==> src/rtl/core/tfb_pkg.sv <==
package tfb_pkg;

  // Frame geometry
  localparam int unsigned BodyLen  = 35;
  localparam int unsigned FrameLen = 37;
  localparam int unsigned IdxW     = 6;

  localparam logic [IdxW-1:0] IdxCrcLo = 6'd35;
  localparam logic [IdxW-1:0] IdxLast  = 6'd36;

  // CRC-16/CCITT-FALSE
  localparam logic [15:0] CrcInit = 16'hFFFF;
  localparam logic [15:0] CrcPoly = 16'h1021;

  // Configuration register indexes
  localparam int unsigned CfgIdxW  = 2;
  localparam int unsigned CfgDataW = 32;

  typedef enum logic [CfgIdxW-1:0] {
    CfgMagic   = 2'd0,
    CfgVersion = 2'd1,
    CfgType    = 2'd2
  } tfb_cfg_idx_e;

  typedef struct packed {
    logic [31:0] frame_magic;
    logic [15:0] format_version;
    logic [15:0] frame_type;
  } tfb_cfg_t;

  // One health record, first field in the high bits
  typedef struct packed {
    logic [31:0] heartbeats;
    logic [31:0] mem_load_bits;
    logic [31:0] cpu_load_bits;
    logic [15:0] fault_id;
    logic [7:0]  op_mode;
    logic [63:0] time_ms;
    logic [31:0] sequence_req;
  } tfb_rec_t;

  // Handshake between the record queue and the serializer
  typedef struct packed {
    logic     valid;
    tfb_rec_t rec;
  } tfb_fwd_t;

  // Advance the CRC over one byte, MSB first
  function automatic logic [15:0] crc_byte(logic [15:0] crc_in, logic [7:0] data);
    logic [15:0] crc;
    crc = crc_in ^ {data, 8'h00};
    for (int b = 0; b < 8; b++) begin
      if (crc[15]) begin
        crc = {crc[14:0], 1'b0} ^ CrcPoly;
      end else begin
        crc = {crc[14:0], 1'b0};
      end
    end
    return crc;
  endfunction

endpackage

==> src/rtl/core/tfb_front.sv <==
module tfb_front (
  input  logic              clk_i,
  input  logic              rst_ni,
  input  logic              push_i,
  output logic              full_o,
  input  tfb_pkg::tfb_rec_t rec_i,
  output tfb_pkg::tfb_fwd_t fwd_o,
  input  logic              fwd_ready_i
);
  import tfb_pkg::*;

  tfb_rec_t   slot_q [2];
  logic       wr_ptr_q, wr_ptr_d;
  logic       rd_ptr_q, rd_ptr_d;
  logic [1:0] cnt_q, cnt_d;
  logic       do_push, do_pop;

  assign full_o  = (cnt_q == 2'd2);
  assign do_push = push_i && !full_o;
  assign do_pop  = fwd_o.valid && fwd_ready_i;

  assign fwd_o.valid = (cnt_q != 2'd0);
  assign fwd_o.rec   = slot_q[rd_ptr_q];

  // Advance pointers and fill count
  always_comb begin
    wr_ptr_d = wr_ptr_q ^ do_push;
    rd_ptr_d = rd_ptr_q ^ do_pop;
    cnt_d    = cnt_q;
    if (do_push && !do_pop) begin
      cnt_d = cnt_q + 2'd1;
    end else if (!do_push && do_pop) begin
      cnt_d = cnt_q - 2'd1;
    end
  end

  always_ff @(posedge clk_i or negedge rst_ni) begin
    if (!rst_ni) begin
      wr_ptr_q <= 1'b0;
      rd_ptr_q <= 1'b0;
      cnt_q    <= 2'd0;
    end else begin
      wr_ptr_q <= wr_ptr_d;
      rd_ptr_q <= rd_ptr_d;
      cnt_q    <= cnt_d;
    end
  end

  // Store the accepted record
  always_ff @(posedge clk_i) begin
    if (do_push) begin
      slot_q[wr_ptr_q] <= rec_i;
    end
  end

endmodule

==> src/rtl/core/tfb_back.sv <==
module tfb_back (
  input  logic              clk_i,
  input  logic              rst_ni,
  input  tfb_pkg::tfb_cfg_t cfg_i,
  input  tfb_pkg::tfb_fwd_t fwd_i,
  output logic              fwd_ready_o,
  output logic              empty_o,
  input  logic              pop_i,
  output logic [7:0]        out_byte_o,
  output logic              is_last_o
);
  import tfb_pkg::*;

  tfb_rec_t              rec_q;
  logic                  busy_q, busy_d;
  logic [IdxW-1:0]       idx_q, idx_d;
  logic [15:0]           crc_q, crc_d;
  logic                  out_vld_q, out_vld_d;
  logic [7:0]            out_byte_q;
  logic                  out_last_q;
  logic [8*BodyLen-1:0]  body;
  logic [7:0]            cur_byte;
  logic                  adv, at_last, load;

  assign body = {rec_q, cfg_i.frame_type, cfg_i.format_version, cfg_i.frame_magic};

  // Pick the byte at the current position
  always_comb begin
    if (idx_q == IdxCrcLo) begin
      cur_byte = crc_q[7:0];
    end else if (idx_q == IdxLast) begin
      cur_byte = crc_q[15:8];
    end else begin
      cur_byte = body[8*idx_q +: 8];
    end
  end

  assign adv         = busy_q && (!out_vld_q || pop_i);
  assign at_last     = (idx_q == IdxLast);
  assign load        = fwd_i.valid && (!busy_q || (adv && at_last));
  assign fwd_ready_o = load;

  // Step through the frame, reload on the last byte
  always_comb begin
    busy_d = busy_q;
    idx_d  = idx_q;
    crc_d  = crc_q;
    if (load) begin
      busy_d = 1'b1;
      idx_d  = '0;
      crc_d  = CrcInit;
    end else if (adv) begin
      if (at_last) begin
        busy_d = 1'b0;
      end
      idx_d = idx_q + 6'd1;
      if (idx_q < IdxCrcLo) begin
        crc_d = crc_byte(crc_q, cur_byte);
      end
    end
  end

  // Hold a byte until it is taken
  always_comb begin
    out_vld_d = out_vld_q;
    if (adv) begin
      out_vld_d = 1'b1;
    end else if (pop_i) begin
      out_vld_d = 1'b0;
    end
  end

  always_ff @(posedge clk_i or negedge rst_ni) begin
    if (!rst_ni) begin
      busy_q    <= 1'b0;
      idx_q     <= '0;
      out_vld_q <= 1'b0;
    end else begin
      busy_q    <= busy_d;
      idx_q     <= idx_d;
      out_vld_q <= out_vld_d;
    end
  end

  always_ff @(posedge clk_i) begin
    crc_q <= crc_d;
    if (load) begin
      rec_q <= fwd_i.rec;
    end
    if (adv) begin
      out_byte_q <= cur_byte;
      out_last_q <= at_last;
    end
  end

  assign empty_o    = !out_vld_q;
  assign out_byte_o = out_byte_q;
  assign is_last_o  = out_last_q;

endmodule

==> src/rtl/core/telemetry_frame_builder_crc16_unit.sv <==
// Channel   | Handshake            | Payload
// ----------+----------------------+------------------------------------------
// record in | push / full          | sequence_req .. heartbeats (216 bits)
// frame out | empty / pop          | out_byte (8), is_last (1)
// config    | cfg_valid / ready    | cfg_index (2), cfg_data (32)
//
// Each record becomes 37 bytes, one per cycle while pop takes them; frames
// run back to back if a record waits. A two-entry record queue decouples
// intake from the serializer. The first byte passes the queue, the record
// register and the output register; the CRC takes one byte per cycle while
// bytes advance. Reset clears control state and the configuration registers.
// Stalls on pop hold the current byte; intake stalls only when the queue fills.
module telemetry_frame_builder_crc16_unit (
  input  logic                          clk_i,
  input  logic                          rst_ni,
  input  logic                          push,
  output logic                          full,
  input  logic [31:0]                   sequence_req_i,
  input  logic [63:0]                   time_ms_i,
  input  logic [7:0]                    op_mode_i,
  input  logic [15:0]                   fault_id_i,
  input  logic [31:0]                   cpu_load_bits_i,
  input  logic [31:0]                   mem_load_bits_i,
  input  logic [31:0]                   heartbeats_i,
  output logic                          empty,
  input  logic                          pop,
  output logic [7:0]                    out_byte_o,
  output logic                          is_last_o,
  input  logic                          cfg_valid_i,
  output logic                          cfg_ready_o,
  input  logic [tfb_pkg::CfgIdxW-1:0]   cfg_index_i,
  input  logic [tfb_pkg::CfgDataW-1:0]  cfg_data_i
);
  import tfb_pkg::*;

  tfb_cfg_t cfg_q;
  tfb_rec_t rec_in;
  tfb_fwd_t fwd;
  logic     fwd_ready;
  logic     cfg_we;

  assign cfg_ready_o = 1'b1;
  assign cfg_we      = cfg_valid_i && cfg_ready_o;

  // Decode configuration writes, drop unknown indexes
  always_ff @(posedge clk_i or negedge rst_ni) begin
    if (!rst_ni) begin
      cfg_q <= '0;
    end else if (cfg_we) begin
      unique case (cfg_index_i)
        CfgMagic:   cfg_q.frame_magic    <= cfg_data_i;
        CfgVersion: cfg_q.format_version <= cfg_data_i[15:0];
        CfgType:    cfg_q.frame_type     <= cfg_data_i[15:0];
        default:    ;
      endcase
    end
  end

  assign rec_in.sequence_req  = sequence_req_i;
  assign rec_in.time_ms       = time_ms_i;
  assign rec_in.op_mode       = op_mode_i;
  assign rec_in.fault_id      = fault_id_i;
  assign rec_in.cpu_load_bits = cpu_load_bits_i;
  assign rec_in.mem_load_bits = mem_load_bits_i;
  assign rec_in.heartbeats    = heartbeats_i;

  tfb_front u_front (
    .clk_i       (clk_i),
    .rst_ni      (rst_ni),
    .push_i      (push),
    .full_o      (full),
    .rec_i       (rec_in),
    .fwd_o       (fwd),
    .fwd_ready_i (fwd_ready)
  );

  tfb_back u_back (
    .clk_i       (clk_i),
    .rst_ni      (rst_ni),
    .cfg_i       (cfg_q),
    .fwd_i       (fwd),
    .fwd_ready_o (fwd_ready),
    .empty_o     (empty),
    .pop_i       (pop),
    .out_byte_o  (out_byte_o),
    .is_last_o   (is_last_o)
  );

endmodule

==> config.mk <==
export PLATFORM = sky130hd
export DESIGN_NAME = telemetry_frame_builder_crc16_unit
export DESIGN_NICKNAME = d
export VERILOG_FILES = /design/src/rtl/core/tfb_pkg.sv /design/src/rtl/core/tfb_front.sv /design/src/rtl/core/tfb_back.sv /design/src/rtl/core/telemetry_frame_builder_crc16_unit.sv
export SDC_FILE = /design/constraint.sdc
export NUM_CORES = 1
export LEC_CHECK = 0
export ABC_CLOCK_PERIOD_IN_PS = 9860
export BUFFER_PORTS_ARGS = -buffer_cell sky130_fd_sc_hd__buf_2
export CORE_MARGIN = 2
export CORE_UTILIZATION = 50
export CTS_CLUSTER_DIAMETER = 60
export DETAILED_ROUTE_END_ITERATION = 8
export HOLD_SLACK_MARGIN = 0.06
export PLACE_DENSITY = 0.71
export RECOVER_POWER = 50
export SLEW_MARGIN = 20
export SYNTH_ARGS = -nofsm -noshare
export SYNTH_HDL_FRONTEND = slang
export SYNTH_HIERARCHICAL = 1
export SYNTH_SLANG_ARGS = --single-unit
==> constraint.sdc <==
create_clock -name clk_i -period 9.86 [get_ports clk_i]
set_input_delay 1.972 -clock clk_i [delete_from_list [all_inputs] [get_ports clk_i]]
set_output_delay 1.972 -clock clk_i [all_outputs]
set_load 0.005 [all_outputs]
==> impl_metrics.csv, run 1 <==
group,metric,value,unit
die,dieHeight,247.7,µm
die,fp.dieArea,0.06135,mm²
grt,antenna_found_initial,3,
placed_design,numPortBuffers,265,
yosys,sequential_share_of_the_synthesized_area,73.93,%
route,avgViaCountPerCell,5.456,
route,post_drt_wl_per_cell,23.30,µm
timing,fmax,163.8,MHz
hold_path,holdCritPathClass,"reg -> reg",
pwr,clock_power_share,27.9,%
grt,number_of_global_route_vias_before_repair,14744,
setup_path,worstPathRequired,10210,ps
clock_tree,cts_resized,0,
route,first_iter_violations,1199,
placed_design,worst_slack_at_placement,4615,ps
timing,hold_slack,486.5,ps
yosys,synth-simple-area-share,2.237,%
clock_tree,clk_transition_reported_paths,60,ps
pwr,combinationalPowerShare,26.2,%
timing,timing.final.max_slew_violations,314,
yosys,synth_compound_gate_area_share,2.722,%
clock_tree,cts_tree,"yes",
yosys,synth_flop_cell,"sky130_fd_sc_hd__edfxtp_1",
grt,gr-total-overflow,0,
route,drt_drc_violations_left,0,
timing,worstMarginPinSlew,4239,ps
pwr,max-vdd-ir-drop,0.1407,mV
yosys,yosys.area_share.xor_xnor,0.5604,%
pwr,leakagePower,11.56,nW
placed_design,post_dp_cell_area,0.03152,mm²
timing,rsz0062_at_grt,"false",
route,vias,14185,
clock_tree,clock_insertion_delay_worst_skew,610,ps
timing,fin_tns_setup,0,ps
yosys,number_of_flops_mapped_to_enable_cells_by_yosys,657,
route,ant_nets,0,
final_layout,post-route-cell-area,0.03333,mm²
yosys,synth-seq-cells,749,
yosys,netlist_area_before_placement,0.02969,mm²
timing,final.period_utilization,61.93,%
grt,grt_usage,19.78,%
yosys,synth_area_per_cell,20.01,µm²
pwr,overall_power,9.741,mW
pwr,total_switching_power,2.815,mW
route,wirelength,60580,µm
grt,grt_max_degree,158,
final_layout,drive_gt1_share,25.74,%
setup_path,critical_path.reg2reg.startpoint,"u_front/rd_ptr_q",
yosys,synth.top_cell.area_share,66.44,%
yosys,post_synth_inst_count,1484,
setup_path,critPathMaxFanout,58,
hold_path,holdPathEnd,"u_back/crc_q[0]",
final_layout,nets,2031,
hold_path,min_from,"u_back/crc_q[0]",
yosys,yosys.area.top_type,"sky130_fd_sc_hd__edfxtp_1",
yosys,synth_cell_type_count,73,
setup_path,setup.worst_path.class,"reg -> reg",
pwr,p_seq_share,45.9,%
die,horiz_die_dim,247.7,µm
clock_tree,post-cts-setup-buffer-count,0,
run_status,run_status,"finished with violations",
clock_tree,cts_hold_buffers,0,
grt,grt_first_pass_wirelength,89340,µm
die,initial_utilization,50.41,%
final_layout,area_growth_syn_to_layout,12.23,%
setup_path,internal_reg_to_reg_setup_slack,3750,ps
yosys,postSynth.asyncResetShare,10.15,%
yosys,muxShareOfSynthArea,18.02,%
yosys,synth_fa_ha_area_share,0.2107,%
yosys,synth_top_cells_by_count,"sky130_fd_sc_hd__edfxtp_1 (657), sky130_fd_sc_hd__mux2_2 (160), sky130_fd_sc_hd__mux2_4 (131)",
clock_tree,clkSinkCount,749,
timing,hold_violations,0,
yosys,ys.warnings.count,6,
timing,post-route-worst-setup-slack,3754,ps
setup_path,worst_r2r_path_depth,3,
timing,max_slew_margin,-182.6,%
run_status,violated_checks,"capacitance limit, slew limit",
pwr,cellInternalPower,6.926,mW
yosys,synth_top_family_by_area,"multiplexers",
die,placement_rows,89,
pwr,sw_frac_of_total,28.90,%
setup_path,cp-end-kind,"flop",
route,tritonroute_pass_1_iters,7,
timing,period_needed,6106,ps
setup_path,worstSetupStartpoint,"u_front/rd_ptr_q",
timing,final-setup-viol-count,0,
yosys,synth_fp_nets,1744,
clock_tree,htreeDepth,3,
setup_path,crit_arrival,6450,ps
setup_path,worst_r2r_endpoint,"u_back/body[279]",
pwr,powerDensity,292.3,mW/mm²
yosys,synthMostInstantiatedCell,"sky130_fd_sc_hd__edfxtp_1",
clock_tree,max-clock-path-buffers,3,
die,core_area,0.05891,mm²
clock_tree,cts_buffers,74,
placed_design,total_half_perimeter_wirelength_after_legalization_and_detailed_placement,38690,µm
job,drv.max_cap_violation_count,6,
yosys,ys_top_cells_by_area,"sky130_fd_sc_hd__edfxtp_1 (66%), sky130_fd_sc_hd__mux2_4 (6.6%), sky130_fd_sc_hd__dfrtp_1 (6.4%)",
hold_path,worst_hold_path.num_cells,2,
timing,worst_clock_skew,19.22,ps
setup_path,timing.critical_path.from_type,"flop",
placed_design,gp_congestion,0.8199,
die,ios,267,
clock_tree,clk_root_buffer_cell,"sky130_fd_sc_hd__clkbuf_16",
-- worst max path at each step --
| stage | cells after the start | endpoint |
|---|---|---|
| finish | 3 | u_back/body[279] |
| global route | 3 | u_back/body[279] |
| CTS | 5 | u_front/slot_q[1][134] |
| detailed placement | 5 | u_front/slot_q[1][119] |
| global placement | 5 | u_front/slot_q[1][119] |
| floorplan | 2 | u_front/slot_q[1][0] |
-- worst max-delay path: stages, from the launching register on --
cell and delay [ps]:
sky130_fd_sc_hd__dfrtp_1 2050, sky130_fd_sc_hd__clkbuf_1 2250, sky130_fd_sc_hd__buf_4 1080, sky130_fd_sc_hd__mux2_2 420
-- sequential cells by signal, indices dropped and copies added (netlist names) --
| name | flops |
|---|---|
| u_back/body | 216 |
| u_front/cnt_q | 2 |
| u_front/rd_ptr_q | 1 |
| u_back/crc_q | 16 |
| u_back/busy_q | 1 |
| u_front/slot_q | 432 |
| cfg_q | 64 |
| u_back/out_vld_q | 1 |
| u_back/idx_q | 6 |
| u_back/is_last_o | 1 |
| u_back/out_byte_o | 8 |
| u_front/wr_ptr_q | 1 |
-- layout make-up --
type,instances,area (µm²)
inverter,9,46.29
timing repair buffer,283,1240
multi-input combinational,654,6777
clock buffer,97,2052
sequential,749,21950
fill,4509,25580
antenna,1,2.502
tap,773,967.2
clock inverter,34,287.8
-- kinds of logic after synthesis --
family          Yosys count
buf+inv                  81
mux                     387
xor+xnor                 19
compound gates          109
other cells               1
simple gates            133
flops                   749
fa+ha+maj                 5
-- per-layer routing --
| metal | track usage, % | vias to the layer above | wire length, µm |
|---|---|---|---|
| met4 | 7.538 | 6 | 1795 |
| met5 | 0 | - | 33 |
| met2 | 32.57 | 413 | 29840 |
| li1 | - | 6430 | - |
| met3 | 3.936 | 110 | 3788 |
| met1 | 26.13 | 7226 | 25130 |
-- layout by cell type (no fill, tap or decap), types with 17 or more instances in the layout --
master,Yosys,final
sky130_fd_sc_hd__a21oi_1,19,19
sky130_fd_sc_hd__nor2_1,20,20
sky130_fd_sc_hd__mux2_4,131,52
sky130_fd_sc_hd__clkbuf_1,10,186
sky130_fd_sc_hd__edfxtp_1,657,657
sky130_fd_sc_hd__mux2_2,160,155
sky130_fd_sc_hd__dfrtp_1,76,74
sky130_fd_sc_hd__mux4_2,27,27
sky130_fd_sc_hd__nand2_1,63,63
sky130_fd_sc_hd__clkbuf_16,0,77
sky130_fd_sc_hd__mux2_1,5,89
sky130_fd_sc_hd__mux4_1,17,17
sky130_fd_sc_hd__mux2i_1,47,47
sky130_fd_sc_hd__clkinv_1,1,17
sky130_fd_sc_hd__buf_2,15,97
-- metrics by stage --
step	instances	utilization, %
6_report	2600	56.57
5_1_grt	2599	56.57
4_1_cts	2599	57.48
3_5_place_dp	2468	53.51
3_3_place_gp	2468	53.51
2_1_floorplan	1484	-
-- power groups by stage --
stage / sequential [mW] / clock, mW / combinational [mW]
detailed placement: 4.55 / 0 / 2.68
global placement: 4.52 / 0 / 2.64
finish: 4.47 / 2.72 / 2.55
global route: 4.53 / 2.91 / 2.73
CTS: 4.49 / 2.78 / 2.70
floorplan: 4.49 / 0 / 2.14
Note: power is estimated with default switching activity, not from simulation.
==> run 2, diff against run 1 <==
Settings changed: ABC_CLOCK_PERIOD_IN_PS 9860 to 4900, PLACE_DENSITY 0.71 to 0.74.
Clock period 9.86 ns to 4.9 ns, I/O delays scaled along.
==> run 2 against run 1 <==
  * The flow still finishes with violations (capacitance limit, slew limit)
  * Worst hold slack got worse by 100 ps
  * First-iteration DRC count up 9.8%
  * Critical endpoint is now u_back/crc_q[8]
  * Sequential power rose by 100%
  * Final cell count increased by 1.1%
  * Via count grew 1.7%
  * Non-clock buffer count grew 14
  * Combinational power grew 100%
==> impl_metrics.csv, run 2 (synthesis gave the netlist of run 1 again) <==
group,metric,value,unit
run_status,run_status,"finished with violations",
run_status,violated_checks,"capacitance limit, slew limit",
clock_tree,cts_hold_buffers,0,
setup_path,critPathMaxStageDelay,870,ps
placed_design,worst_slack_at_placement,1250,ps
final_layout,final_cell_mix,"sky130_fd_sc_hd__edfxtp_1 (657), sky130_fd_sc_hd__clkbuf_1 (189), sky130_fd_sc_hd__mux2_2 (157)",
timing,fin_tns_setup,0,ps
placed_design,post_dp_cell_area,0.03180,mm²
die,initial_utilization,50.41,%
die,horiz_die_dim,247.7,µm
timing,max_slew_margin,-94.50,%
final_layout,post-route-cell-area,0.03371,mm²
grt,grt_usage,20.78,%
final_layout,final_core_utilization,57.23,%
clock_tree,post-cts-setup-buffer-count,0,
route,tritonroute_pass_1_iters,5,
die,dieHeight,247.7,µm
die,core_area,0.05891,mm²
setup_path,worst_r2r_endpoint,"u_back/crc_q[8]",
final_layout,layout.cells.most_common,"sky130_fd_sc_hd__edfxtp_1",
setup_path,worst-path-buf-inv,1,
pwr,leakagePower,11.77,nW
timing,final-setup-viol-count,0,
final_layout,nets,2048,
clock_tree,cts_buffers,77,
clock_tree,htreeDepth,3,
route,drt_drc_violations_left,0,
setup_path,critPathMaxFanout,25,
timing,hold_slack,384.8,ps
clock_tree,clk_transition_reported_paths,60,ps
timing,hold_violations,0,
die,ios,267,
placed_design,numPortBuffers,265,
route,wirelength,63720,µm
clock_tree,cts_resized,0,
timing,final.period_utilization,78.44,%
setup_path,critical_path.reg2reg.startpoint,"u_back/idx_q[1]",
timing,worst_clock_skew,28.88,ps
die,fp.dieArea,0.06135,mm²
timing,fmax,260.2,MHz
setup_path,worst_r2r_path_depth,9,
route,first_iter_violations,1316,
setup_path,critPathTopFamily,"flip-flops",
route,avgViaCountPerCell,5.492,
placed_design,total_half_perimeter_wirelength_after_legalization_and_detailed_placement,42850,µm
grt,gr-total-overflow,0,
setup_path,cpMostUsedCell,"sky130_fd_sc_hd__and2_1",
job,drv.max_cap_violation_count,4,
route,vias,14433,
clock_tree,clkSinkCount,749,
setup_path,worst_path_max_delay_cell,"sky130_fd_sc_hd__dfrtp_1",
timing,rsz0062_at_grt,"false",
clock_tree,clk_root_buffer_cell,"sky130_fd_sc_hd__clkbuf_16",
pwr,powerDensity,590.3,mW/mm²
placed_design,gp_congestion,0.8374,
grt,grt_max_degree,78,
setup_path,crit_chain,"buf_4, ha_1, and2_1, nand2_1, o211ai_2, mux2i_1, xor2_1, and2_1, o31ai_2",
final_layout,area_growth_syn_to_layout,13.54,%
setup_path,cp-end-kind,"flop",
grt,number_of_global_route_vias_before_repair,14870,
grt,antenna_found_initial,4,
timing,post-route-worst-setup-slack,1057,ps
final_layout,most_flops_register,"u_front/slot_q",
route,post_drt_wl_per_cell,24.25,µm
final_layout,drive_gt1_share,27.17,%
grt,grt_first_pass_wirelength,92910,µm
clock_tree,cts_tree,"yes",
setup_path,setup.worst_path.class,"reg -> reg",
timing,worstMarginPinSlew,2917,ps
hold_path,holdCritPathClass,"in -> async",
setup_path,crit_arrival,4330,ps
timing,timing.final.max_slew_violations,149,
clock_tree,max-clock-path-buffers,3,
final_layout,largest_register_ff_count,432,
setup_path,worstPathRequired,5380,ps
pwr,max-vdd-ir-drop,0.3445,mV
setup_path,timing.critical_path.from_type,"flop",
timing,period_needed,3844,ps
clock_tree,clock_insertion_delay_worst_skew,620,ps
die,placement_rows,89,
route,ant_nets,0,
setup_path,internal_reg_to_reg_setup_slack,1060,ps
-- run 2: cell types whose count changed in the layout (fill, tap and decap cells not counted), sizes merged, moves of 2 or more --
cell	before	now
buf	112	130
clkbuf	268	272
clkinv	27	29
clkinvlp	2	0
diode	1	4
inv	9	13
-- run 2: cell type report --
cell class | count | area, µm²
Antenna cell | 4 | 10.01
Fill cell | 4419 | 25190
Clock inverter | 37 | 302.8
Tap cell | 773 | 967.2
Clock buffer | 105 | 2126
Timing Repair Buffer | 297 | 1526
Sequential cell | 749 | 21960
Inverter | 9 | 41.29
Multi-Input combinational cell | 654 | 6784
-- run 2: worst reg2reg max path, delay by kind of cell (launching register included) --
family                   cells  cell delay [ps]
multiplexers                 1              460
flip-flops                   1              870
adder cells (fa/ha/maj)      1              630
AO/OA/AOI/OAI                2              150
XOR/XNOR                     1              360
buffers and inverters        1              490
AND/OR/NAND/NOR              3              760
-- run 2: through the flow --
stage | power, mW | std cells
finish | 19.90 | 2628
global placement | 14.60 | 2482
floorplan | 13.35 | 1484
CTS | 20.36 | 2624
detailed placement | 14.74 | 2482
global route | 20.74 | 2626
-- run 2: per-layer routing --
metal  vias up  wire [µm]  GRT usage [%]
met2       449      31370          34.25
met1      7396      26880          28.00
met4         4       1756          7.309
met5         -         26              0
met3       115       3691          3.720
li1       6469          -              -
-- run 2: power breakdown --
part	leakage (nW)	switching (mW)	internal, mW
combinational	3.51	2.82	2.36
sequential	7.07	0.645	8.46
clock	1.19	2.35	3.26
total	11.8	5.82	14.1
-- run 2: worst max-delay path by stage --
| stage | start | to | slack [ps] | cells past startpoint |
|---|---|---|---|---|
| floorplan | push | u_front/slot_q[1][0] | -1900 | 2 |
| global placement | u_back/idx_q[1] | u_back/crc_q[6] | 1330 | 10 |
| detailed placement | u_back/idx_q[0] | u_back/crc_q[8] | 1250 | 9 |
| CTS | u_back/idx_q[0] | u_back/crc_q[8] | 1210 | 9 |
| global route | u_back/idx_q[1] | u_back/crc_q[8] | 800 | 9 |
| finish | u_back/idx_q[1] | u_back/crc_q[8] | 1060 | 9 |
